`src/hdl/dts_pkg.sv`:
```
// Package for the depth-first topological sort block.
// Holds default sizes, mode codes and register addresses; no dependencies.
`default_nettype none
package dts_pkg;
   localparam int DEF_MAX_VERTICES = 64;
   localparam int DEF_MAX_EDGES    = 256;
   localparam logic [1:0] MODE_ADD   = 2'd0;
   localparam logic [1:0] MODE_RUN   = 2'd1;
   localparam logic [1:0] MODE_CLEAR = 2'd2;
   localparam logic [1:0] REG_VCOUNT = 2'd0;
   localparam logic [6:0] VCOUNT_RESET = 7'd64;
endpackage
`default_nettype wire

```
`src/hdl/dts_edge_mem.sv`:
```
// Edge store of the topological sort block: target and link per edge.
// One write port, a link-only relink port and one registered read port; uses dts_pkg.
`default_nettype none
module dts_edge_mem #(
   parameter int MAX_EDGES = dts_pkg::DEF_MAX_EDGES,
   parameter int VW = 6,
   parameter int EW = 8
) (
   input  wire logic          clock,
   input  wire logic          wr_en,
   input  wire logic [EW-1:0] wr_addr,
   input  wire logic [VW-1:0] wr_target,
   input  wire logic [EW:0]   wr_link,
   input  wire logic          lk_en,
   input  wire logic [EW-1:0] lk_addr,
   input  wire logic [EW:0]   lk_link,
   input  wire logic [EW-1:0] rd_addr,
   output logic      [VW-1:0] rd_target,
   output logic      [EW:0]   rd_link
);
   import dts_pkg::*;
   logic [VW-1:0] target_mem [MAX_EDGES];
   logic [EW:0]   link_mem [MAX_EDGES];
   always_ff @(posedge clock) begin
      if (wr_en) target_mem[wr_addr] <= wr_target;
      rd_target <= target_mem[rd_addr];
   end
   // Link memory takes either a fresh edge or a tail relink, never both.
   always_ff @(posedge clock) begin
      if (wr_en) link_mem[wr_addr] <= wr_link;
      else if (lk_en) link_mem[lk_addr] <= lk_link;
      rd_link <= link_mem[rd_addr];
   end
endmodule
`default_nettype wire

```
`config.mk`:
```
export PLATFORM = sky130hd
export DESIGN_NAME = dts_edge_mem
export DESIGN_NICKNAME = d
export VERILOG_FILES = /design/src/hdl/dts_pkg.sv /design/src/hdl/dts_edge_mem.sv
export SDC_FILE = /design/constraint.sdc
export NUM_CORES = 2
export LEC_CHECK = 0
export ABC_AREA = 1
export BUFFER_PORTS_ARGS = -buffer_cell sky130_fd_sc_hd__buf_2
export CORE_MARGIN = 8
export CORE_UTILIZATION = 65
export DETAILED_ROUTE_END_ITERATION = 16
export HOLD_SLACK_MARGIN = 0.08
export MAX_ROUTING_LAYER = met4
export PLACE_DENSITY = 0.79
export SYNTH_ARGS = -nofsm -noshare
export SYNTH_HDL_FRONTEND = slang
export SYNTH_SLANG_ARGS = --single-unit
```
`constraint.sdc`:
```
create_clock -name clock -period 7.18 [get_ports clock]
set_input_delay 1.795 -clock clock [delete_from_list [all_inputs] [get_ports clock]]
set_output_delay 1.795 -clock clock [all_outputs]
set_load 0.05 [all_outputs]
```
==> results.py <==
metrics = {
    "status": {
        "status": "finished clean",
    },
    "clock_tree": {
        "holdBufCountCts": 0,
        "postCtsSetupBuffers": 0,
        "tritoncts_clock_tree": "built",
        "cts.reportedPaths.clkPinSlew_ns": 0.06,
        "worst_skew_pair.late_latency_ns": 0.99,
        "clockBufferDepth": 4,
        "cts.repair.resized": 0,
        "root_buffer": "clkbuf_16",
        "cts-buffers-inserted": 370,
        "htreeDepth": 5,
        "cts.sink_count": 3855,
    },
    "worst_setup_path": {
        "worst_ep_required_time_ns": 7.78,
        "arrival_ns": 5.19,
        "timing.critical_path.fanout_max": 25,
        "element_type_at_the_critical_path_end": "flip-flop",
        "critical_path_launch_point_type": "primary input",
        "setup.worst_path.class": "in -> reg",
    },
    "cells_and_area": {
        "multi_input_comb_area_um2": 36700,
        "area_delta_synth_final_pct": 8.81,
        "drive_above_1_share_pct": 6.19,
        "layout.cells.most_common_list": "3,950 x nand2_1, 3,840 x edfxtp_1, 3,786 x nand3_1",
        "layout.area.seq_um2": 116000,
        "mostFrequentLayoutCell": "nand2_1",
        "finalNetCount": 12900,
        "fill_cells": 15400,
    },
    "routing": {
        "drt_drc_violations_left": 0,
        "detail_route.iter0.violations": 17200,
        "ant_nets": 0,
        "via_count": 106000,
        "route.detailed.vias_per_inst": 6.48,
        "finalWirelength_mm": 417,
        "route.detailed.wl_per_inst_um": 25.6,
        "firstDrtPassIters": 10,
    },
    "die": {
        "std_cell_rows": 180,
        "die_w_um": 507,
        "core-area_um2": 240000,
        "boundaryPins": 66,
        "die_area_um2": 257000,
        "initial_standard_cell_utilization_of_the_core_pct": 65.2,
        "dieHeight_um": 507,
    },
    "logic_synthesis": {
        "synth_top_area_share_pct": 73.6,
        "synth.distinct_cells": 25,
        "yosys-mux-area-fraction_pct": 0.0647,
        "sequential_fraction_of_the_synthesis_area_pct": 73.8,
        "post_synth.cell_area_avg_um2": 11.9,
        "ys.warnings.count": 0,
        "synth_compound_area_share_pct": 0.0639,
        "yosys.area_share.simple_pct": 23.2,
        "synth_adder_area_share_pct": 0,
        "synth_area_leaders": "edfxtp_1 74%, nand3_1 12%, nand2_1 9.5%, buf_2 1.7%, nor2_1 1.2%",
        "syn-num-nets": 13200,
        "area_of_the_mapped_netlist_um2": 157000,
        "synth.largest_area_cell": "edfxtp_1",
        "postSynthRegisterBits": 3855,
        "synth_xor_xnor_area_share_pct": 0,
        "synthesis.instances": 13200,
        "synth_top_family_by_area": "simple AND/OR/NAND/NOR gates",
    },
    "grt": {
        "number_of_global_route_vias_before_repair": 103000,
        "global_route_wire_length_before_repair_mm": 618,
        "global_route.usage.total_pct": 32.7,
        "grt.overflow.total": 0,
        "antenna_found_initial": 13,
        "maximum_number_of_pins_on_one_net_before_global_route_repair": 216,
    },
    "sta": {
        "timing.final.crit_share_pct": 64.0,
        "grt_setup_unrepaired": "false",
        "finalHoldWorstSlack_ns": 0.960,
        "finalSetupViolations": 0,
        "finalSetupTns_ns": 0,
        "period_minus_slack_ns": 4.60,
        "clock_skew_ns": 0.0321,
        "maxSlewHeadroom_pct": 19.7,
        "report.final.slew_viol_count": 0,
        "timing.final.hold_violations": 0,
        "slew_at_the_pin_closest_to_its_max_slew_limit_ns": 1.20,
        "fmaxAchievable_mhz": 218,
    },
    "placed_design": {
        "globalplace.congestion": 0.933,
        "port-buffer-count": 65,
        "dp_hpwl_mm": 230,
    },
    "power_and_ir_drop": {
        "powerDensity_nw_per_um2": 275,
        "ir_worst_vdd_mv": 0.304,
        "leakagePower_nw": 58.8,
    },
    "hold_path": {
        "min-delay-path-class": "reg -> reg",
    },
    "job": {
        "number_of_max_capacitance_violations_reported": 0,
    },
}
[worst paths after layout]
| check | start | end | slack, ns | cells past startpoint |
|---|---|---|---|---|
| setup / recovery | wr_en | link_mem[110][5]$_DFFE_PP_ | 2.58 | 9 |
| hold / removal | target_mem[180][5]$_DFFE_PP_ | rd_target[5]$_DFF_P_ | 0.96 | 10 |
| setup reg to reg | link_mem[33][0]$_DFFE_PP_ | rd_link[0]$_DFF_P_ | 5.14 | 10 |
| hold reg to reg | target_mem[180][5]$_DFFE_PP_ | rd_target[5]$_DFF_P_ | 0.96 | 10 |
[state kept, by name, indices dropped and copies added (netlist names)]
register / count
rd_target: 6
target_mem: 1536
link_mem: 2304
rd_link: 9
[power by group]
group	leakage (nW)	internal, W	total (W)	switching [W]
sequential	34.6	0.0250	0.0250	0.0000463
clock	5.59	0.0107	0.0187	0.00805
combinational	18.5	0.000669	0.00311	0.00244
total	58.8	0.0363	0.0468	0.0105
[area by class of cell]
class / instances / area share (%)
clock inverter: 189 / 0.930
tap: 3185 / 2.34
clock buffer: 454 / 5.79
antenna: 19 / 0.0279
sequential: 3855 / 67.8
multi-input combinational: 8348 / 21.5
inverter: 56 / 0.145
timing repair buffer: 229 / 1.39
[metal layers]
metal  wire length, um  global-route usage (%)  up-vias  part of all wire, %
met5                 0                       -        -                    0
met4             27100                    18.7        0                  6.5
met3             50400                    6.69     1454                   12
met2            193000                    49.6     7708                   46
met1            147000                    41.5    50500                   35
li1                  -                       -    46200                    -
[worst max-delay path, cell delays in order]
cell and delay, ns:
buf_2 0.44, inv_2 0.17, nand2_8 0.29, nand2_1 0.16, o21ai_4 0.14, inv_2 0.11, nor2_4 0.54, nand2_1 0.68
nor2_1 0.83
[Yosys cell counts]
cell	n
o21ai_2	4
buf_1	73
dfxtp_1	15
nand3_2	13
nor3_1	20
clkbuf_1	258
o21ai_4	4
edfxtp_1	3840
nor2_1	519
nor2_8	1
or2_2	1
inv_4	2
nand2_1	3960
buf_4	41
nor2_4	13
nand3_1	3790
inv_2	9
buf_2	543
nand2_2	11
clkinv_1	2
mux2_2	9
nor2_2	2
inv_1	43
buf_6	2
nand2_8	1
[logic make-up after synthesis]
kind of cell,count (synthesis)
AND/OR/NAND/NOR,8331
multiplexers,9
flip-flops,3855
buffers and inverters,973
AO/OA/AOI/OAI,8
[stage by stage]
step	std cells	setup WS, ns	utilization, %	power (W)	instance area (um2)
2_1_floorplan	13200	2.63	-	0.0273	157000
3_3_place_gp	15700	1.77	66.2	0.0284	159000
3_5_place_dp	15700	1.68	66.2	0.0285	159000
4_1_cts	16300	2.67	71.0	0.0468	170000
5_1_grt	16300	2.52	71.0	0.0478	170000
6_report	16300	2.58	71.0	0.0468	170000
Power figures use the tool's default switching activity.
